**config.mk**
```make
export PLATFORM = sky130hd
export DESIGN_NAME = rope_buf
export DESIGN_NICKNAME = d
export VERILOG_FILES = /design/src/hdl/rotary_position_embedding_defines.svh /design/src/hdl/rope_pkg.sv /design/src/hdl/rope_buf.sv
export SDC_FILE = /design/constraint.sdc
export NUM_CORES = 2
export LEC_CHECK = 0
export BUFFER_PORTS_ARGS = -buffer_cell sky130_fd_sc_hd__buf_4
export CORE_UTILIZATION = 39
export DETAILED_ROUTE_END_ITERATION = 12
export SYNTH_ARGS = -nofsm -noshare
export SYNTH_HDL_FRONTEND = slang
export SYNTH_SLANG_ARGS = --single-unit
```
**constraint.sdc**
```tcl
create_clock -name i_clk -period 5.16 [get_ports i_clk]
set_clock_uncertainty 0.1 [all_clocks]
set_input_delay 0.258 -clock i_clk [delete_from_list [all_inputs] [get_ports i_clk]]
set_output_delay 0.258 -clock i_clk [all_outputs]
set_load 0.1 [all_outputs]
```
**src/hdl/rotary_position_embedding_defines.svh**
```systemverilog
// Assertion macros for the rotary position embedding block.
`ifndef ROTARY_POSITION_EMBEDDING_DEFINES_SVH
`define ROTARY_POSITION_EMBEDDING_DEFINES_SVH
`ifndef SYNTH
// Same-cycle implication, checked out of reset.
`define RPE_ASSERT_NOW(lbl, clk, rst_n, ante, cons) \
    lbl: assert property (@(posedge clk) disable iff (!rst_n) (ante) |-> (cons)) \
        else $error("%m: check failed");
// Next-cycle implication, checked out of reset.
`define RPE_ASSERT_NEXT(lbl, clk, rst_n, ante, cons) \
    lbl: assert property (@(posedge clk) disable iff (!rst_n) (ante) |=> (cons)) \
        else $error("%m: check failed");
`else
`define RPE_ASSERT_NOW(lbl, clk, rst_n, ante, cons)
`define RPE_ASSERT_NEXT(lbl, clk, rst_n, ante, cons)
`endif
`endif

```
**src/hdl/rope_pkg.sv**
```systemverilog
// Shared constants and types of the rotary position embedding block.
package rope_pkg;

    localparam int DEF_MAX_HEAD   = 256;
    localparam int DEF_MAX_PAIRS  = 128;
    localparam int DEF_DATA_WIDTH = 16;

    // Hard limits set by the 8-bit element index.
    localparam int HW_PAIR_LIMIT = 128;
    localparam int HW_HEAD_LIMIT = 256;

    localparam int IDX_W      = 8;
    localparam int PC_W       = 8;
    localparam int HL_W       = 9;
    localparam int CFG_IDX_W  = 2;
    localparam int CFG_DATA_W = 9;

    localparam logic [CFG_IDX_W-1:0] REG_PAIR_COUNT  = 2'd0;
    localparam logic [CFG_IDX_W-1:0] REG_HEAD_LEN    = 2'd1;
    localparam logic [CFG_IDX_W-1:0] REG_ROTATE_HALF = 2'd2;

    localparam logic [PC_W-1:0] RST_PAIR_COUNT  = 8'd64;
    localparam logic [HL_W-1:0] RST_HEAD_LEN    = 9'd128;
    localparam logic            RST_ROTATE_HALF = 1'b1;

    typedef struct packed {
        logic             pair;
        logic [IDX_W-1:0] lo_index;
        logic [IDX_W-1:0] hi_index;
        logic             last;
    } t_result_ctl;

endpackage

```
**src/hdl/rope_buf.sv**
```systemverilog
// Pair buffer: single-port-write, registered-read memory of first pair elements.
module rope_buf #(
    parameter int DEPTH      = rope_pkg::DEF_MAX_PAIRS,
    parameter int ADDR_W     = 7,
    parameter int DATA_WIDTH = rope_pkg::DEF_DATA_WIDTH
) (
    input  logic                  i_clk,
    input  logic                  i_wr_en,
    input  logic [ADDR_W-1:0]     i_wr_addr,
    input  logic [DATA_WIDTH-1:0] i_wr_data,
    input  logic                  i_rd_en,
    input  logic [ADDR_W-1:0]     i_rd_addr,
    output logic [DATA_WIDTH-1:0] o_rd_data
);

    logic [DATA_WIDTH-1:0] r_mem [DEPTH];
    logic [DATA_WIDTH-1:0] r_rd_data;

    always_ff @(posedge i_clk) begin
        if (i_wr_en) begin
            r_mem[i_wr_addr] <= i_wr_data;
        end
        // hold the read word until the next read
        if (i_rd_en) begin
            r_rd_data <= r_mem[i_rd_addr];
        end
    end

    assign o_rd_data = r_rd_data;

endmodule

```
==> summary.md <==
| Metric | Value |
|---|---|
| Pin count of the biggest net entering global routing | `99` |
| Mux share of post-synthesis cell area | `0.195` |
| Total grt overflow | `0` |
| CP Launch Type | `input pin` |
| Root buf cell | `clkbuf_16` |
| Outcome | `finished with violations` |
| P&R area growth vs syn | `14.4%` |
| ANT nets after route | `0` |
| Seq cells post-synth | `2,064` |
| Seq/Total Area, Yosys | `0.788` |
| Layout cells sized above 1 | `0.357` |
| R2R Setup Slk | `2380 ps` |
| Hold Vio Cnt, Final | `0` |
| Synth Area in Compound Gates | `0` |
| Critical-path maximum fanout | `35` |
| Total core area | `200,000 µm²` |
| Num ports | `49` |
| Inserted Clock Buffers | `199` |
| Main combinational cell family by area after synthesis | `multiplexers` |
| Die H | `451 µm` |
| Worst Path Required | `5660 ps` |
| Commonest cells after routing, fill and taps aside | `2,064 x edfxtp_1, 672 x mux4_2, 200 x clkbuf_16, 192 x buf_4, 57 x nor2_2` |
| Failing checks | `DRC` |
| Nets | `3,391` |
| R2R Path End | `o_rd_data[3]$_DFFE_PP_` |
| Final Max Tran Viols | `0` |
| CP endpoint kind | `register` |
| Worst-path clk slew | `60 ps` |
| WP data arrival | `3340 ps` |
| Hold Crit Start | `i_wr_data[3]` |
| Reg2reg path depth | `4` |
| Distinct cells, synth | `16` |
| Final std cells w/o fill | `6,179` |
| WS Path Type | `in -> reg` |
| Max-cap violations | `0` |
| IO Port Bufs | `48` |
| Final worst path period share | `0.550` |
| Xor/xnor share of the synthesized area | `0` |
| Final worst path period need | `2840 ps` |
| Fmax | `352 MHz` |
| Synthesized area per cell | `25.5 µm²` |
| Initial Utilization | `0.393` |
| Final TNS setup | `0 ps` |
| Placer Congestion | `0.785` |
| Dpl cells | `5,794` |
| Syn Inst Count | `3,086` |
| Number of antenna violations at the first check in global routing | `26` |
| HPWL Detailed | `111,000 µm` |
| Crit. Startpoint | `i_rd_addr[0]` |
| DIE AREA | `204,000 µm²` |
| Clock Sinks | `2,064` |
| # setup viols final | `0` |
| Post-CTS Resized | `0` |
| Vias in the first global route | `35,700` |
| Detailed-route DRC error count | `2` |
| Htree depth | `4` |
| Area of the mapped netlist | `78,700 µm²` |
| Syn_nets | `3,119` |
| Worst slew margin | `0.198` |
| Commonest non-fill, non-tap cell in the layout | `edfxtp_1` |
| DRT iter0 DRCs | `3,991` |
| Std-Cell Rows | `164` |
| First-pass GRT wire length | `276,000 µm` |
| Hold endpoint | `r_mem[72][3]$_DFFE_PP_` |
| Clock tree from TritonCTS | `built` |
| Vias post-DR | `35,100` |
| DRT Pass-1 Iters | `11` |
| Final Routed Wirelength | `196,000 µm` |
| Hold crit path type | `in -> reg` |
| Simple-gate area share of the yosys netlist | `0.00886` |
| VDD IR max | `0.000288 V` |
| PD cells | `385 nW/µm²` |
| Min Hold Slack | `12.8 ps` |
| Latest clock arrival within the worst-skew pair | `850 ps` |
| Hold Buf Count CTS | `19` |
| LEAKAGE | `27.4 nW` |
| GR Util All Layers | `0.193` |
| RSZ-0062 raised after global routing | `false` |
| Post-CTS setup buffer count | `0` |
| Post-DR wirelength/cell | `31.7 µm` |
| Worst-Margin Slew | `1200 ps` |
| Worst hold path cell count | `1` |
| CTS Buffer Depth | `3` |
| FF-to-FF Start | `r_mem[94][3]$_DFFE_PP_` |
| Via density per instance | `5.68` |
| Die X | `451 µm` |
| Post-Synth Adder-Cell Area | `0` |
| Warnings, synthesis | `0` |
cell type report:
cell class                      instances  area (µm²)
Multi-Input combinational cell        858       16300
Tap cell                             2656        3320
Fill cell                           16400      110000
Clock buffer                          241        5160
Antenna cell                            4        10.0
Timing Repair Buffer                  235        2090
Clock inverter                        121        1170
Sequential cell                      2064       62000
how the worst max path moves through the flow:
stage | end | slack, ps | cells after the start
final | o_rd_data[9]$_DFFE_PP_ | 2320 | 7
after global routing | o_rd_data[9]$_DFFE_PP_ | 2290 | 7
after CTS | o_rd_data[9]$_DFFE_PP_ | 2370 | 7
after detailed placement | o_rd_data[9]$_DFFE_PP_ | 1460 | 7
after global placement | o_rd_data[9]$_DFFE_PP_ | 1440 | 7
after floorplan | o_rd_data[0]$_DFFE_PP_ | 2170 | 6
sequential cells by signal (all words and copies together) (netlist names):
name       flops
o_rd_data     16
r_mem       2048
metrics by stage:
step / cell area (µm²) / util / worst slack [ps] / power (mW)
6_report: 90000 / 0.450 / 2320 / 34.7
5_1_grt: 90000 / 0.450 / 2290 / 35.6
4_1_cts: 90000 / 0.450 / 2370 / 34.9
3_5_place_dp: 83500 / 0.417 / 1460 / 20.8
3_3_place_gp: 83500 / 0.417 / 1440 / 20.8
2_1_floorplan: 78700 / - / 2170 / 19.9
where the power goes:
| group | internal [mW] | switching (mW) | total, mW | leakage (nW) |
|---|---|---|---|---|
| Clock | 8.02 | 6.24 | 14.3 | 3.06 |
| Sequential | 18.5 | 0.0428 | 18.6 | 18.6 |
| Combinational | 0.701 | 1.13 | 1.83 | 5.75 |
cell usage after synthesis (all sizes together):
master	count	area (µm²)
nand4	3	18.8
nand2	14	52.6
edfxtp	2064	62000
nor2	122	458
nor2b	7	43.8
clkbuf	82	308
nor3	9	45.0
mux4	672	15100
buf	82	384
nand2b	2	12.5
or3	1	6.26
mux2	16	180
nand3	12	60.1
routing by layer:
metal / vias up / share of wire / wire length, µm / track usage
li1: 14000 / - / - / -
met1: 19500 / 0.41 / 80600 / 0.267
met2: 1293 / 0.49 / 95900 / 0.309
met3: 279 / 0.071 / 13800 / 0.0387
met4: 6 / 0.027 / 5300 / 0.0572
met5: - / 0.00024 / 47 / 0
critical path: stages:
cell	delay [ps]
buf_8	350
buf_12	280
buf_12	300
mux4_2	550
mux4_2	580
mux4_2	580
mux2_2	290
kinds of logic after synthesis:
kind of cell,Yosys count
AND/OR/NAND/NOR,170
multiplexers,688
buffers and inverters,164
flip-flops,2064
Power figures use the tool's default switching activity.
