### src/hdl/rotary_position_embedding_defines.svh
// Assertion macros for the rotary position embedding block.
`ifndef ROTARY_POSITION_EMBEDDING_DEFINES_SVH
`define ROTARY_POSITION_EMBEDDING_DEFINES_SVH
`ifndef SYNTH
// Same-cycle implication, checked out of reset.
`define RPE_ASSERT_NOW(lbl, clk, rst_n, ante, cons) \
    lbl: assert property (@(posedge clk) disable iff (!rst_n) (ante) |-> (cons)) \
        else $error("%m: check failed");
// Next-cycle implication, checked out of reset.
`define RPE_ASSERT_NEXT(lbl, clk, rst_n, ante, cons) \
    lbl: assert property (@(posedge clk) disable iff (!rst_n) (ante) |=> (cons)) \
        else $error("%m: check failed");
`else
`define RPE_ASSERT_NOW(lbl, clk, rst_n, ante, cons)
`define RPE_ASSERT_NEXT(lbl, clk, rst_n, ante, cons)
`endif
`endif

### src/hdl/rope_pkg.sv
// Shared constants and types of the rotary position embedding block.
package rope_pkg;

    localparam int DEF_MAX_HEAD   = 256;
    localparam int DEF_MAX_PAIRS  = 128;
    localparam int DEF_DATA_WIDTH = 16;

    // Hard limits set by the 8-bit element index.
    localparam int HW_PAIR_LIMIT = 128;
    localparam int HW_HEAD_LIMIT = 256;

    localparam int IDX_W      = 8;
    localparam int PC_W       = 8;
    localparam int HL_W       = 9;
    localparam int CFG_IDX_W  = 2;
    localparam int CFG_DATA_W = 9;

    localparam logic [CFG_IDX_W-1:0] REG_PAIR_COUNT  = 2'd0;
    localparam logic [CFG_IDX_W-1:0] REG_HEAD_LEN    = 2'd1;
    localparam logic [CFG_IDX_W-1:0] REG_ROTATE_HALF = 2'd2;

    localparam logic [PC_W-1:0] RST_PAIR_COUNT  = 8'd64;
    localparam logic [HL_W-1:0] RST_HEAD_LEN    = 9'd128;
    localparam logic            RST_ROTATE_HALF = 1'b1;

    typedef struct packed {
        logic             pair;
        logic [IDX_W-1:0] lo_index;
        logic [IDX_W-1:0] hi_index;
        logic             last;
    } t_result_ctl;

endpackage

### src/hdl/rope_rot.sv
// Rotation pipeline: operand stage, product stage, round/saturate and output stage.
`include "rotary_position_embedding_defines.svh"

module rope_rot #(
    parameter int DATA_WIDTH = rope_pkg::DEF_DATA_WIDTH
) (
    input  logic                              i_clk,
    input  logic                              i_rst_n,
    input  logic                              i_load,
    input  rope_pkg::t_result_ctl             i_ctl,
    input  logic signed [DATA_WIDTH-1:0]      i_y,
    input  logic signed [DATA_WIDTH-1:0]      i_c,
    input  logic signed [DATA_WIDTH-1:0]      i_s,
    input  logic signed [DATA_WIDTH-1:0]      i_x,
    output logic                              o_busy,
    output logic                              o_valid,
    input  logic                              i_stall,
    output logic [rope_pkg::IDX_W-1:0]        o_out_index,
    output logic signed [DATA_WIDTH-1:0]      o_out_value,
    output logic                              o_run_end,
    output logic                              o_head_done
);

    localparam int PW = 2 * DATA_WIDTH;
    localparam int SW = PW + 1;
    localparam int RW = SW - (DATA_WIDTH - 1);
    localparam logic signed [SW-1:0] HALF =
        {{(SW - DATA_WIDTH + 1){1'b0}}, 1'b1, {(DATA_WIDTH - 2){1'b0}}};
    localparam logic signed [DATA_WIDTH-1:0] MAXV = {1'b0, {(DATA_WIDTH - 1){1'b1}}};
    localparam logic signed [DATA_WIDTH-1:0] MINV = {1'b1, {(DATA_WIDTH - 1){1'b0}}};

    function automatic logic signed [DATA_WIDTH-1:0] round_sat(
        input logic signed [SW-1:0] sum
    );
        logic signed [SW-1:0] biased;
        logic        [RW-1:0] q;
        biased = sum + HALF;
        q      = biased[SW-1:DATA_WIDTH-1];
        // saturate when the bits above the result are not a sign extension
        if ((q[RW-1:DATA_WIDTH-1] != '0) && (q[RW-1:DATA_WIDTH-1] != '1)) begin
            round_sat = q[RW-1] ? MINV : MAXV;
        end else begin
            round_sat = q[DATA_WIDTH-1:0];
        end
    endfunction

    // operand stage (buffer read data arrives here)
    logic                          r_v1;
    rope_pkg::t_result_ctl         r_ctl1;
    logic signed [DATA_WIDTH-1:0]  r_y1;
    logic signed [DATA_WIDTH-1:0]  r_c1;
    logic signed [DATA_WIDTH-1:0]  r_s1;

    // product stage
    logic                          r_v2;
    rope_pkg::t_result_ctl         r_ctl2;
    logic signed [DATA_WIDTH-1:0]  r_y2;
    logic signed [PW-1:0]          r_xc2;
    logic signed [PW-1:0]          r_ys2;
    logic signed [PW-1:0]          r_xs2;
    logic signed [PW-1:0]          r_yc2;

    // output stage
    logic                          r_o_valid;
    logic                          r_o_phase;
    rope_pkg::t_result_ctl         r_o_ctl;
    logic signed [DATA_WIDTH-1:0]  r_o_lo;
    logic signed [DATA_WIDTH-1:0]  r_o_hi;

    logic                          w_fire;
    logic                          w_ready1;
    logic                          w_ready2;
    logic                          w_ready3;
    logic signed [SW-1:0]          w_lo_sum;
    logic signed [SW-1:0]          w_hi_sum;

    always_comb begin
        w_fire   = r_o_valid && !i_stall;
        w_ready3 = !r_o_valid || (w_fire && (r_o_phase || !r_o_ctl.pair));
        w_ready2 = !r_v2 || w_ready3;
        w_ready1 = !r_v1 || w_ready2;
        w_lo_sum = SW'(r_xc2) - SW'(r_ys2);
        w_hi_sum = SW'(r_xs2) + SW'(r_yc2);
    end

    always_ff @(posedge i_clk) begin
        if (!i_rst_n) begin
            r_v1      <= 1'b0;
            r_v2      <= 1'b0;
            r_o_valid <= 1'b0;
            r_o_phase <= 1'b0;
        end else begin
            if (w_ready1) begin
                r_v1 <= i_load;
            end
            if (w_ready2) begin
                r_v2 <= r_v1;
            end
            if (w_ready3) begin
                r_o_valid <= r_v2;
                r_o_phase <= 1'b0;
            end else if (w_fire) begin
                // lower result taken, present the upper one
                r_o_phase <= 1'b1;
            end
        end
    end

    always_ff @(posedge i_clk) begin
        if (i_load && w_ready1) begin
            r_ctl1 <= i_ctl;
            r_y1   <= i_y;
            r_c1   <= i_c;
            r_s1   <= i_s;
        end
        if (r_v1 && w_ready2) begin
            r_ctl2 <= r_ctl1;
            r_y2   <= r_y1;
            r_xc2  <= i_x * r_c1;
            r_ys2  <= r_y1 * r_s1;
            r_xs2  <= i_x * r_s1;
            r_yc2  <= r_y1 * r_c1;
        end
        if (r_v2 && w_ready3) begin
            r_o_ctl <= r_ctl2;
            r_o_lo  <= r_ctl2.pair ? round_sat(w_lo_sum) : r_y2;
            r_o_hi  <= round_sat(w_hi_sum);
        end
    end

    assign o_busy      = !w_ready1;
    assign o_valid     = r_o_valid;
    assign o_out_index = (r_o_ctl.pair && r_o_phase) ? r_o_ctl.hi_index : r_o_ctl.lo_index;
    assign o_out_value = r_o_phase ? r_o_hi : r_o_lo;
    assign o_run_end   = !r_o_ctl.pair || r_o_phase;
    assign o_head_done = (!r_o_ctl.pair || r_o_phase) && r_o_ctl.last;

    `RPE_ASSERT_NOW(a_phase_only_pair, i_clk, i_rst_n, r_o_valid && r_o_phase, r_o_ctl.pair)
    `RPE_ASSERT_NEXT(a_upper_follows, i_clk, i_rst_n, w_fire && r_o_ctl.pair && !r_o_phase, r_o_valid && r_o_phase)
    `RPE_ASSERT_NEXT(a_stage2_holds, i_clk, i_rst_n, r_v2 && !w_ready3, r_v2)

endmodule

### config.mk
export PLATFORM = sky130hd
export DESIGN_NAME = rope_rot
export DESIGN_NICKNAME = d
export VERILOG_FILES = /design/src/hdl/rope_pkg.sv /design/src/hdl/rope_rot.sv
export VERILOG_INCLUDE_DIRS = /design/src /design/src/hdl
export SDC_FILE = /design/constraint.sdc
export NUM_CORES = 2
export LEC_CHECK = 0
export BUFFER_PORTS_ARGS = -buffer_cell sky130_fd_sc_hd__buf_2
export CORE_ASPECT_RATIO = 1.75
export CORE_UTILIZATION = 41
export CTS_CLUSTER_SIZE = 24
export DETAILED_ROUTE_END_ITERATION = 8
export PLACE_DENSITY = 0.63
export SLEW_MARGIN = 20
export SYNTH_ARGS = -nofsm -noshare
export SYNTH_HDL_FRONTEND = slang
export SYNTH_SLANG_ARGS = --single-unit
export TNS_END_PERCENT = 50
### constraint.sdc
create_clock -name i_clk -period 40.9 [get_ports i_clk]
set_clock_uncertainty 0.15 [all_clocks]
set_input_delay 8.18 -clock i_clk [delete_from_list [all_inputs] [get_ports i_clk]]
set_output_delay 8.18 -clock i_clk [all_outputs]
set_load 0.05 [all_outputs]
==> key figures <==
Synth
  – Post-synthesis sequential area ratio: 16.4%
  – Gate Count Post-Synth: 5091
  – Dominant cell type by area after synthesis: fa_1
  – Post-synth top cells: 1189 x inv_1, 1048 x fa_1, 521 x nand2_1, 505 x and2_1, 450 x ha_1
  – Ranking of synthesized cells by area: fa_1 41%, edfxtp_1 16%, ha_1 11%
  – Avg Cell Area, Syn: 10.1 µm²
  – YS warnings: 0
  – Post-synthesis register bit count: 282
  – Synth top area share: 40.8%
  – FFs w/ async S/R, synth: 0%
  – Post-synth EDFFs: 278
  – Synthesized area: 0.0514 mm²
  – Post-Synthesis Net Count: 6675
  – Ys flop type: edfxtp_1
  – Unique masters post-synth: 75
  – Top-count cell post-synth: inv_1

Placed design
  – Placement Setup Slack: 22930 ps
  – Port Buffers: 113
  – Placer Congestion: 0.895
  – Placement Cell Area: 0.0537 mm²
  – DP HPWL: 100000 µm

STA
  – Slew @ Worst Pin: 1010 ps
  – Setup violations, final: 0
  – Fin crit period: 17980 ps
  – Highest clock rate: 0.0556 GHz
  – Slew HR: 32.6%
  – Crit share post-route: 43.9%
  – Final setup margin: 22920 ps
  – Fin. max-slew vios: 0
  – TNS Setup: 0 ps
  – Hold Vio Cnt, Final: 0
  – Setup repair after global routing missed its margin: false

Clock network
  – Clock transition at the registers of the reported paths: 60 ps
  – Setup bufs post-CTS: 0
  – Htree depth: 2
  – Num CTS Buffers: 34
  – Insertion delay to the later sink of the worst-skew pair: 580 ps
  – CTS tree: yes
  – Maximum root-to-sink buffer count: 3
  – Clk sinks: 282
  – CTS root buf: clkbuf_16
  – Cts hold-fix bufs: 0
  – Post-CTS Resized: 0

Global routing
  – First-pass GRT wire length: 211000 µm
  – Vias in the first global route: 38900
  – Initial antenna violation count: 3
  – Grt ovf: 0
  – Total track usage: 21.6%
  – Largest net degree at the start of global routing: 71

Drt
  – DR vias/cell: 5.11
  – 1st-iter DRT viols: 1628
  – Vias: 34600
  – Iteration count of the initial detailed-routing pass: 5
  – ANT nets after route: 0
  – Drt drc: 0
  – Drt wl/cell: 19.3 µm
  – Final WL: 130000 µm

Setup path
  – RR Startpoint: r_c1[1]
  – Worst setup EP type: output pin
  – Crit start category: input pin
  – CP Data Required Time: 32570 ps
  – Worst R2R End: r_xc2[28]
  – R2R setup slack: 33460 ps
  – Crit path DAT: 9650 ps
  – FF-to-FF path depth: 20
  – Worst Path Max Fanout: 5
  – Crit Path Category: in -> out

Final layout
  – N_diodes: 0
  – Filler cell count: 11800
  – Fin nets: 6682
  – P&R area growth vs syn: 6.74%
  – Final instance area: 0.0549 mm²
  – Layout cells sized above 1: 5.37%
  – Final Util: 44.1%

Job
  – Max-cap violations: 0

Min path
  – Cell depth of the worst hold path: 0
  – Hold crit path type: reg -> reg
  – Worst Hold Path EP: r_ctl2[0]
  – Min-Delay Startpoint: r_ctl1[0]

Outcome
  – Status: finished clean

Floorplan
  – Die area: 0.127 mm²
  – Io pins: 114
  – Die Y: 470 µm
  – Placeable Area: 0.124 mm²
  – Initial Util: 41.4%
  – Die W: 270 µm
  – FP Rows: 171
-- area by class of cell --
type                       count  area (µm²)  area share, %
inverter                    1189        4460           8.13
clock buffer                  39         891           1.62
timing repair buffer         172        1010           1.84
tap                         1643        2060           3.75
sequential                   282        8430           15.4
multi-input combinational   3419       37800           68.8
clock inverter                22         250          0.456
-- flip-flops by register name (all words and copies together) (netlist names), 18 cells and up --
signal,flops
r_o_ctl,18
r_xc2,32
r_ys2,32
r_ctl1,18
r_ctl2,18
r_xs2,32
r_yc2,32
-- logic make-up after synthesis --
kind of cell	synth area share, %
compound gates	5.64
xor+xnor	2.96
fa+ha+maj	51.8
buf+inv	10.2
flops	16.4
mux	0.545
simple gates	12.5
-- cells in the final DEF, fill, tap and decap left out, types with 10 or more instances in the layout --
cell type and instances:
a211oi_1 11, a21o_1 75, a21oi_1 128, a31oi_1 10, and2_1 505, and3_1 11, buf_2 113, buf_4 59
clkbuf_16 35, edfxtp_1 278, fa_1 1048, ha_1 450, inv_1 1189, mux2_2 24, nand2_1 521, nand2b_1 26
nand3_1 27, nand4_1 15, nor2_1 116, nor2b_1 14, nor3_1 22, o21a_1 23, o21ai_0 64, o21ai_1 11
o21bai_1 15, o22a_1 14, xnor2_1 132, xor2_1 42
-- layer usage --
metal  up-vias  track usage [%]  part of all wire [%]
met1     18000             22.6                    35
met3       330             1.90                   3.1
met2       752             39.5                    52
li1      15500                -                     -
met5         -                0                 0.018
met4         4             17.5                   9.8
-- critical path, cell delays in order --
cell and delay [ps]:
buf_2 100, inv_1 40, a21boi_0 690, and3_1 350, buf_2 290
-- worst max-delay path by stage --
| stage | end | startpoint | slack (ps) | cells past startpoint |
|---|---|---|---|---|
| 2_1_floorplan | r_ctl2[0] | i_stall | 19730 | 3 |
| 3_3_place_gp | o_busy | i_stall | 22920 | 5 |
| 3_5_place_dp | o_busy | i_stall | 22930 | 5 |
| 4_1_cts | o_busy | i_stall | 22930 | 5 |
| 5_1_grt | o_busy | i_stall | 22850 | 5 |
| 6_report | o_busy | i_stall | 22920 | 5 |
-- metrics by stage --
stage	std cells	hold WS (ps)
global route	6766	273
detailed placement	6705	255
finish	6766	265
CTS	6766	265
floorplan	5091	250
global placement	6705	251
Power is left out: the tool's default activity adds up to more than one toggle a clock period on the data nets, which glitch-free logic cannot reach.
