[src/hdl/rotary_position_embedding_defines.svh]
// Assertion macros for the rotary position embedding block.
`ifndef ROTARY_POSITION_EMBEDDING_DEFINES_SVH
`define ROTARY_POSITION_EMBEDDING_DEFINES_SVH
`ifndef SYNTH
// Same-cycle implication, checked out of reset.
`define RPE_ASSERT_NOW(lbl, clk, rst_n, ante, cons) \
    lbl: assert property (@(posedge clk) disable iff (!rst_n) (ante) |-> (cons)) \
        else $error("%m: check failed");
// Next-cycle implication, checked out of reset.
`define RPE_ASSERT_NEXT(lbl, clk, rst_n, ante, cons) \
    lbl: assert property (@(posedge clk) disable iff (!rst_n) (ante) |=> (cons)) \
        else $error("%m: check failed");
`else
`define RPE_ASSERT_NOW(lbl, clk, rst_n, ante, cons)
`define RPE_ASSERT_NEXT(lbl, clk, rst_n, ante, cons)
`endif
`endif

[src/hdl/rope_pkg.sv]
// Shared constants and types of the rotary position embedding block.
package rope_pkg;

    localparam int DEF_MAX_HEAD   = 256;
    localparam int DEF_MAX_PAIRS  = 128;
    localparam int DEF_DATA_WIDTH = 16;

    // Hard limits set by the 8-bit element index.
    localparam int HW_PAIR_LIMIT = 128;
    localparam int HW_HEAD_LIMIT = 256;

    localparam int IDX_W      = 8;
    localparam int PC_W       = 8;
    localparam int HL_W       = 9;
    localparam int CFG_IDX_W  = 2;
    localparam int CFG_DATA_W = 9;

    localparam logic [CFG_IDX_W-1:0] REG_PAIR_COUNT  = 2'd0;
    localparam logic [CFG_IDX_W-1:0] REG_HEAD_LEN    = 2'd1;
    localparam logic [CFG_IDX_W-1:0] REG_ROTATE_HALF = 2'd2;

    localparam logic [PC_W-1:0] RST_PAIR_COUNT  = 8'd64;
    localparam logic [HL_W-1:0] RST_HEAD_LEN    = 9'd128;
    localparam logic            RST_ROTATE_HALF = 1'b1;

    typedef struct packed {
        logic             pair;
        logic [IDX_W-1:0] lo_index;
        logic [IDX_W-1:0] hi_index;
        logic             last;
    } t_result_ctl;

endpackage

[src/hdl/rope_seq.sv]
// Configuration registers, element counter and per-element pair decode.
module rope_seq #(
    parameter int MAX_HEAD  = rope_pkg::DEF_MAX_HEAD,
    parameter int MAX_PAIRS = rope_pkg::DEF_MAX_PAIRS,
    parameter int ADDR_W    = 7
) (
    input  logic                               i_clk,
    input  logic                               i_rst_n,
    input  logic                               i_cfg_wr,
    input  logic [rope_pkg::CFG_IDX_W-1:0]     i_cfg_index,
    input  logic [rope_pkg::CFG_DATA_W-1:0]    i_cfg_data,
    input  logic                               i_advance,
    output logic                               o_emit,
    output logic                               o_wr_en,
    output logic                               o_rd_en,
    output logic [ADDR_W-1:0]                  o_slot,
    output rope_pkg::t_result_ctl              o_ctl
);

    localparam int NP_LIM_I  = (MAX_PAIRS < rope_pkg::HW_PAIR_LIMIT) ?
                               MAX_PAIRS : rope_pkg::HW_PAIR_LIMIT;
    localparam int LEN_LIM_I = (MAX_HEAD < rope_pkg::HW_HEAD_LIMIT) ?
                               MAX_HEAD : rope_pkg::HW_HEAD_LIMIT;
    localparam logic [rope_pkg::PC_W-1:0] NP_LIM  = rope_pkg::PC_W'(NP_LIM_I);
    localparam logic [rope_pkg::HL_W-1:0] LEN_LIM = rope_pkg::HL_W'(LEN_LIM_I);

    logic [rope_pkg::PC_W-1:0]  r_pair_count;
    logic [rope_pkg::HL_W-1:0]  r_head_len;
    logic                       r_rotate_half;
    logic [rope_pkg::IDX_W-1:0] r_count;
    logic [rope_pkg::IDX_W-1:0] n_count;

    logic [rope_pkg::PC_W-1:0]  w_np;
    logic [rope_pkg::HL_W-1:0]  w_two_np;
    logic [rope_pkg::HL_W-1:0]  w_len0;
    logic [rope_pkg::HL_W-1:0]  w_len1;
    logic [rope_pkg::HL_W-1:0]  w_len;
    logic                       w_last;
    logic                       w_pass;
    logic                       w_second;
    logic [rope_pkg::IDX_W-1:0] w_slot;
    logic [rope_pkg::IDX_W-1:0] w_lo_idx;

    always_ff @(posedge i_clk) begin
        if (!i_rst_n) begin
            r_pair_count  <= rope_pkg::RST_PAIR_COUNT;
            r_head_len    <= rope_pkg::RST_HEAD_LEN;
            r_rotate_half <= rope_pkg::RST_ROTATE_HALF;
        end else if (i_cfg_wr) begin
            case (i_cfg_index)
                rope_pkg::REG_PAIR_COUNT:  r_pair_count  <= i_cfg_data[rope_pkg::PC_W-1:0];
                rope_pkg::REG_HEAD_LEN:    r_head_len    <= i_cfg_data[rope_pkg::HL_W-1:0];
                rope_pkg::REG_ROTATE_HALF: r_rotate_half <= i_cfg_data[0];
                default: ;
            endcase
        end
    end

    // effective pair count and head length
    always_comb begin
        w_np     = (r_pair_count > NP_LIM) ? NP_LIM : r_pair_count;
        w_two_np = {w_np, 1'b0};
        w_len0   = (r_head_len < w_two_np) ? w_two_np : r_head_len;
        w_len1   = (w_len0 == '0) ? rope_pkg::HL_W'(1) : w_len0;
        w_len    = (w_len1 > LEN_LIM) ? LEN_LIM : w_len1;
    end

    always_comb begin
        w_last = ({1'b0, r_count} + rope_pkg::HL_W'(1)) >= w_len;
        w_pass = {1'b0, r_count} >= w_two_np;
        if (r_rotate_half) begin
            w_second = r_count >= w_np;
            w_slot   = w_second ? (r_count - w_np) : r_count;
            w_lo_idx = w_slot;
        end else begin
            w_second = r_count[0];
            w_slot   = {1'b0, r_count[rope_pkg::IDX_W-1:1]};
            w_lo_idx = {r_count[rope_pkg::IDX_W-1:1], 1'b0};
        end
        n_count = w_last ? '0 : (r_count + rope_pkg::IDX_W'(1));
    end

    always_ff @(posedge i_clk) begin
        if (!i_rst_n) begin
            r_count <= '0;
        end else if (i_advance) begin
            r_count <= n_count;
        end
    end

    assign o_emit          = w_pass || w_second;
    assign o_wr_en         = !w_pass && !w_second;
    assign o_rd_en         = !w_pass && w_second;
    assign o_slot          = ADDR_W'(w_slot);
    assign o_ctl.pair      = !w_pass;
    assign o_ctl.lo_index  = w_pass ? r_count : w_lo_idx;
    assign o_ctl.hi_index  = r_count;
    assign o_ctl.last      = w_last;

endmodule

[config.mk]
export PLATFORM = sky130hd
export DESIGN_NAME = rope_seq
export DESIGN_NICKNAME = d
export VERILOG_FILES = /design/src/hdl/rotary_position_embedding_defines.svh /design/src/hdl/rope_pkg.sv /design/src/hdl/rope_seq.sv
export SDC_FILE = /design/constraint.sdc
export NUM_CORES = 1
export LEC_CHECK = 0
export BUFFER_PORTS_ARGS = -buffer_cell sky130_fd_sc_hd__buf_2
export CAP_MARGIN = 5
export CORE_ASPECT_RATIO = 1.1
export CORE_UTILIZATION = 45
export DETAILED_ROUTE_END_ITERATION = 12
export PLACE_DENSITY = 0.74
export SYNTH_ARGS = -nofsm -noshare
export SYNTH_HDL_FRONTEND = slang
export SYNTH_SLANG_ARGS = --single-unit
[constraint.sdc]
create_clock -name i_clk -period 4.9 [get_ports i_clk]
set_input_delay 0.98 -clock i_clk [delete_from_list [all_inputs] [get_ports i_clk]]
set_output_delay 0.98 -clock i_clk [all_outputs]
set_load 0.05 [all_outputs]
==> results of run 1 <==
==> registers in the layout, indices dropped and copies added (netlist names) <==
register and cells:
r_head_len 9, r_pair_count 8, r_rotate_half 1, r_count 8
==> timing repair <==
action / CTS / global route
resized for setup: 0 / 1
endpoints found under the setup margin: 0 / 1
buffers inserted: 0 / 5
==> routing by layer <==
| layer | routed length (microns) | GRT usage (%) |
|---|---|---|
| met1 | 2660 | 25.2 |
| met4 | 81 | 4.62 |
| met3 | 250 | 1.99 |
| met5 | 0 | 0 |
| met2 | 2750 | 36.3 |
==> metrics by stage <==
stage	total power [W]	setup TNS [ns]	util, %	worst slack (ns)
after CTS	0.000637	0	52.4	0.130
after global placement	0.000493	0	51.4	0.558
final	0.000656	0	53.3	0.259
after global routing	0.000691	-0.0144	53.3	-0.0144
after detailed placement	0.000496	0	51.4	0.438
after floorplan	0.000447	0	-	0.513
==> layout make-up <==
| class | instances | area (sq um) |
|---|---|---|
| fill | 501 | 2540 |
| multi-input combinational | 243 | 1940 |
| sequential | 26 | 520 |
| timing repair buffer | 48 | 255 |
| tap | 75 | 93.8 |
| clock buffer | 4 | 55.1 |
| inverter | 8 | 30.0 |
==> cell families after synthesis <==
family          count (synthesis)
fa+ha+maj                      33
compound gates                 48
simple gates                  109
buf+inv                        23
mux                            36
xor+xnor                       16
flops                          26
==> cells in the final DEF (no fill, tap or decap), drive strengths merged, types with 8 or more instances in the layout <==
cell type  count
buf           48
ha            32
nand2         30
dfxtp         26
mux2i         24
nor2b         22
a21oi         18
mux2          12
xnor2         11
nor2           9
and2           9
inv            8
==> worst max-delay path: cells and delay by family (launching register included) <==
family | cells | cell delay, ns
AO/OA/AOI/OAI | 8 | 1.36
adder cells (fa/ha/maj) | 2 | 0.56
buffers and inverters | 4 | 0.61
flip-flops | 1 | 0.38
multiplexers | 1 | 0.18
AND/OR/NAND/NOR | 2 | 0.29
==> worst min path at each step <==
stage                                         endpoint  slack (ns)  depth (start not counted)
after floorplan           r_pair_count[6]$_SDFFE_PN1P_        0.47                          2
after global placement    r_pair_count[6]$_SDFFE_PN1P_        0.50                          2
after detailed placement  r_pair_count[6]$_SDFFE_PN1P_        0.51                          2
after CTS                 r_pair_count[6]$_SDFFE_PN1P_        0.53                          2
after global routing      r_pair_count[6]$_SDFFE_PN1P_        0.54                          2
final                     r_pair_count[6]$_SDFFE_PN1P_        0.53                          2
==> power by group <==
part | total [W] | internal, W | switching [W]
logic | 0.000285 | 0.000112 | 0.000173
registers | 0.000230 | 0.000218 | 0.0000114
clock network | 0.000141 | 0.0000719 | 0.0000691
==> flow_summary.ini, run 1 <==
[yosys]
postSynth.asyncResetShare_pct = 0
synthDominantCellAreaShare_pct = 20.4
synth_seq_area_share_pct = 20.4
area_fraction_in_compound_gates_after_synthesis_pct = 14.1
edff_count_synth = 0
synth_top_family_by_area = simple AND/OR/NAND/NOR gates
yosys.area_share.simple_pct = 24.0
synth.net_count = 339
yosys.area_share.xor_xnor_pct = 5.50
synth-warning-count = 0
synth_flop_cell = sky130_fd_sc_hd__dfxtp_1
synth.mux.area_fraction_pct = 15.6
synthCells = 291
ys_types = 53
synth_adder_area_share_pct = 16.5
syn-mean-instance-area_sq_um = 8.75
seq_cells_post_synth = 26
synth_area_leader_cell = sky130_fd_sc_hd__dfxtp_1
post-synth-top-count-cell = sky130_fd_sc_hd__ha_1
synth_area_leaders = sky130_fd_sc_hd__dfxtp_1, sky130_fd_sc_hd__ha_1, sky130_fd_sc_hd__mux2i_1
synth.cells.most_frequent = sky130_fd_sc_hd__ha_1, sky130_fd_sc_hd__nand2_1, sky130_fd_sc_hd__dfxtp_1
syn_area_sq_mm = 0.00255

[routing]
routed_via_density = 5.44
remaining_drc_errors = 0
final_antenna_net_count = 0
drt-total-wl_microns = 5740
routedWlPerCell_microns = 14.2
detailroute.via_count = 2197
drt-initial-drc-count = 125
drt-pass1-iter-count = 4

[floorplan]
core_sq_mm = 0.00543
floorplan.rows = 28
chipWidth_microns = 73.7
start_util_pct = 46.9
die_area_sq_mm = 0.00596
die_height_microns = 80.9
top_level_ports = 43

[setup_path]
path_max_fanout = 10
critical-path-slowest-cell = sky130_fd_sc_hd__dfxtp_1
crit_path_end_kind = output pin
worstReg2RegEnd = r_count[3]$_SDFFE_PN0P_
worstSetupEndpoint = o_ctl[0]
cp_slowest_stage_delay_ns = 0.38
critPathLaunchType = register
worstReg2RegStart = r_pair_count[7]$_SDFFE_PN0P_
cp.required_ns = 3.92
setup.worst_path.class = reg2out
cells_traversed_along_the_worst_timing_path = inv_2 > nand2_1 > ha_1 > a21o_1 > a21oi_1 > o21ai_1 > a21oi_4 > buf_4 > mux2i_1 > ha_1 > nand2b_1 > a21o_1 > a21oi_1 > o21ai_0 > a21oi_2 > inv_1 > buf_2
cp_data_arrival_time_ns = 3.66
startpoint_of_the_worst_setup_timing_path = r_pair_count[7]$_SDFFE_PN0P_
worstRegToRegCells = 16
regToRegSetupSlack_ns = 1.39

[timing]
hold_violations = 0
clock.fmax_mhz = 215
final_period_minus_worst_setup_slack_ns = 4.64
fin_skew_ns = 0.00301
final_setup_violations = 0
worst-slew-pin-transition_ns = 0.629
final_max_slew_viol_count = 0
relSlewSlack_pct = 58.0
final_min_period_over_clock_period_pct = 94.7
hold-worst-slack_ns = 0.526

[placement]
placedCellCount = 394
port-buffer-count = 42
post-dp-hpwl_microns = 4420
instance_area_after_placement_sq_mm = 0.00279
gp_congestion = 0.828

[global_routing]
grt_pass1_wl_microns = 9380
grt_start_max_net_pins = 22
grt_overflow_total = 0
global_route.usage.total_pct = 20.0
first_global_vias = 2004
number_of_antenna_violations_at_the_first_check_in_global_routing = 0

[power]
peakVddDrop_mv = 0.112
power.leakage_nw = 1.42
pwr_density_cell_mw_per_mm2 = 227

[finish]
postLayoutCellArea_sq_mm = 0.00289
area.growth.synth_to_final_pct = 13.7
nets = 378
final_cells = 404
final_layout_size_suffix_gt1_share_pct = 23.1
diodes = 0

[clocking]
tritoncts_num_sinks = 26
clkSlewWorstSetupHoldPaths_ns = 0.09
cts_hold_bufs = 0
clock-root-buffer = sky130_fd_sc_hd__clkbuf_8
worstSkewPairLatency_ns = 0.27
cts_tree = yes
max-clock-path-buffers = 2
cts_max_level = 1
cts_buffers = 3

[min_path]
hold_path_class = reg2reg
worst_hold_startpoint = r_pair_count[6]$_SDFFE_PN1P_

[flow_run]
max_cap_violations = 0

[run_status]
status = finished, final reports clean
Note: power is estimated with default switching activity, not from simulation.
==> run 2: changes to the inputs <==
- CORE_MARGIN: not set -> 2
- MAX_ROUTING_LAYER: not set -> met4
==> flow_summary.ini, run 2 (synthesis gave the netlist of run 1 again) <==
[clocking]
clkSlewWorstSetupHoldPaths_ns = 0.10
max-clock-path-buffers = 2
tritoncts_num_sinks = 26
worstSkewPairLatency_ns = 0.27
cts_max_level = 1
cts_buffers = 3
cts_tree = yes
clock-root-buffer = sky130_fd_sc_hd__clkbuf_8

[power]
peakVddDrop_mv = 0.138
pwr_density_cell_mw_per_mm2 = 238
power.combinational.fraction_pct = 40.1
netSwitchingFraction_pct = 37.0
power.leakage_nw = 1.41
power.share.sequential_pct = 33.5
netSwitchingPower_w = 0.000254
cell_internal_pwr_w = 0.000433
totalPowerFinal_w = 0.000687
power.clock.fraction_pct = 26.4

[global_routing]
first_global_vias = 2008
global_route.usage.total_pct = 19.5
grt_overflow_total = 0
number_of_antenna_violations_at_the_first_check_in_global_routing = 0
grt_pass1_wl_microns = 9510
grt_start_max_net_pins = 22

[finish]
final_cell_mix = sky130_fd_sc_hd__buf_2, sky130_fd_sc_hd__ha_1, sky130_fd_sc_hd__nand2_1
area.growth.synth_to_final_pct = 13.5
postLayoutCellArea_sq_mm = 0.00289
largest-register = r_head_len
final_layout_size_suffix_gt1_share_pct = 22.7
diodes = 0
top_regs = r_head_len: 9 flops, r_count: 8 flops, r_pair_count: 8 flops
largest_reg_flops = 9
final_cells = 401
nets = 375
layout_commonest_cell = sky130_fd_sc_hd__buf_2
fill_cells = 529

[placement]
place_ws_ns = 0.474
gp_congestion = 0.834
instance_area_after_placement_sq_mm = 0.00279
placedCellCount = 394
port-buffer-count = 42
post-dp-hpwl_microns = 4460

[timing]
clock.fmax_mhz = 214
setup_ws_ns = 0.238
fin_skew_ns = 0.00556
final_min_period_over_clock_period_pct = 95.1
final_setup_violations = 0
setup-tns-final_ns = 0
final_period_minus_worst_setup_slack_ns = 4.66
worst-slew-pin-transition_ns = 0.628
hold_violations = 0
relSlewSlack_pct = 58.1
final_max_slew_viol_count = 0

[floorplan]
core_sq_mm = 0.00543
start_util_pct = 46.9
die_height_microns = 82.9
top_level_ports = 43
die_area_sq_mm = 0.00628
chipWidth_microns = 75.7
floorplan.rows = 28

[setup_path]
critPathLaunchType = register
cp.required_ns = 3.92
setup.worst_path.class = reg2out
path_max_fanout = 10
cp_data_arrival_time_ns = 3.68
crit_path_end_kind = output pin

[routing]
routedWlPerCell_microns = 15.0
maxUsedRoutingLayer = met4
detailed_route_wirelength_on_metal3_microns = 197
drt-total-wl_microns = 6000
drt-pass1-iter-count = 4
detailroute.via_count = 2186
dr_wl_met2_microns = 2810
routed_via_density = 5.45
remaining_drc_errors = 0
routedLengthMet1_microns = 2880
final_antenna_net_count = 0
drt-initial-drc-count = 84

[min_path]
hold_path_class = reg2reg

[flow_run]
max_cap_violations = 0

[run_status]
status = finished, final reports clean
run 2: cell types whose count changed in the layout (fill, tap and decap cells not counted), sizes merged:
cell    before  now
clkbuf       4    3
a21oi       18   17
buf         48   46
bufinv       0    1
run 2: path summary, 6_finish.rpt:
| path | start | end | slack, ns | cells past startpoint |
|---|---|---|---|---|
| worst max register to register | r_pair_count[7]$_SDFFE_PN0P_ | r_count[6]$_SDFFE_PN0P_ | 1.40 | 15 |
| worst max-delay path | r_pair_count[7]$_SDFFE_PN0P_ | o_ctl[0] | 0.24 | 16 |
| worst min register to register | r_head_len[0]$_SDFFE_PN0P_ | r_head_len[0]$_SDFFE_PN0P_ | 0.53 | 2 |
| worst min-delay path | r_head_len[0]$_SDFFE_PN0P_ | r_head_len[0]$_SDFFE_PN0P_ | 0.53 | 2 |
run 2: cell type report:
type | instances | area [sq um] | share of cell area (%)
tap | 75 | 93.8 | 3.25
multi-input combinational | 242 | 1930 | 66.8
clock buffer | 3 | 41.3 | 1.43
inverter | 8 | 32.5 | 1.13
sequential | 26 | 522 | 18.1
clock inverter | 1 | 30.0 | 1.04
timing repair buffer | 46 | 240 | 8.31
run 2: through the flow:
stage | hold WS, ns | utilization (%)
floorplan | 0.466 | -
global placement | 0.492 | 51.4
detailed placement | 0.513 | 51.4
CTS | 0.535 | 52.7
global route | 0.574 | 53.2
finish | 0.527 | 53.2
run 2: routing by layer:
layer	global-route usage, %	vias up
li1	-	1109
met1	25.8	1004
met2	31.0	65
met3	2.31	8
met4	5.26	0
met5	-	-
run 2: worst max-delay path: stages (launching register included):
cell                      delay [ns]
sky130_fd_sc_hd__dfxtp_2        0.38
sky130_fd_sc_hd__inv_4          0.12
sky130_fd_sc_hd__nand2_1        0.12
sky130_fd_sc_hd__ha_1           0.31
sky130_fd_sc_hd__a21o_1         0.18
sky130_fd_sc_hd__a21oi_1        0.13
sky130_fd_sc_hd__o21ai_1        0.12
sky130_fd_sc_hd__a21oi_4        0.29
sky130_fd_sc_hd__mux2_2         0.39
sky130_fd_sc_hd__ha_1           0.33
sky130_fd_sc_hd__a21oi_1        0.15
sky130_fd_sc_hd__o21ai_0        0.09
sky130_fd_sc_hd__nor3_1         0.11
sky130_fd_sc_hd__o21ai_0        0.17
sky130_fd_sc_hd__a21oi_2        0.26
sky130_fd_sc_hd__inv_1          0.05
sky130_fd_sc_hd__buf_2          0.21
run 2: timing repair:
action	CTS	global route
hold buffers	0	0
setup buffers	0	3
endpoints found under the setup margin	0	1
resized for setup	0	3
run 2: power by group through the flow:
stage	clock (W)	sequential, W	combinational (W)
6_report	0.000181	0.000230	0.000276
5_1_grt	0.000192	0.000231	0.000298
4_1_cts	0.000183	0.000229	0.000264
3_5_place_dp	0	0.000234	0.000262
3_3_place_gp	0	0.000234	0.000259
2_1_floorplan	0	0.000236	0.000211
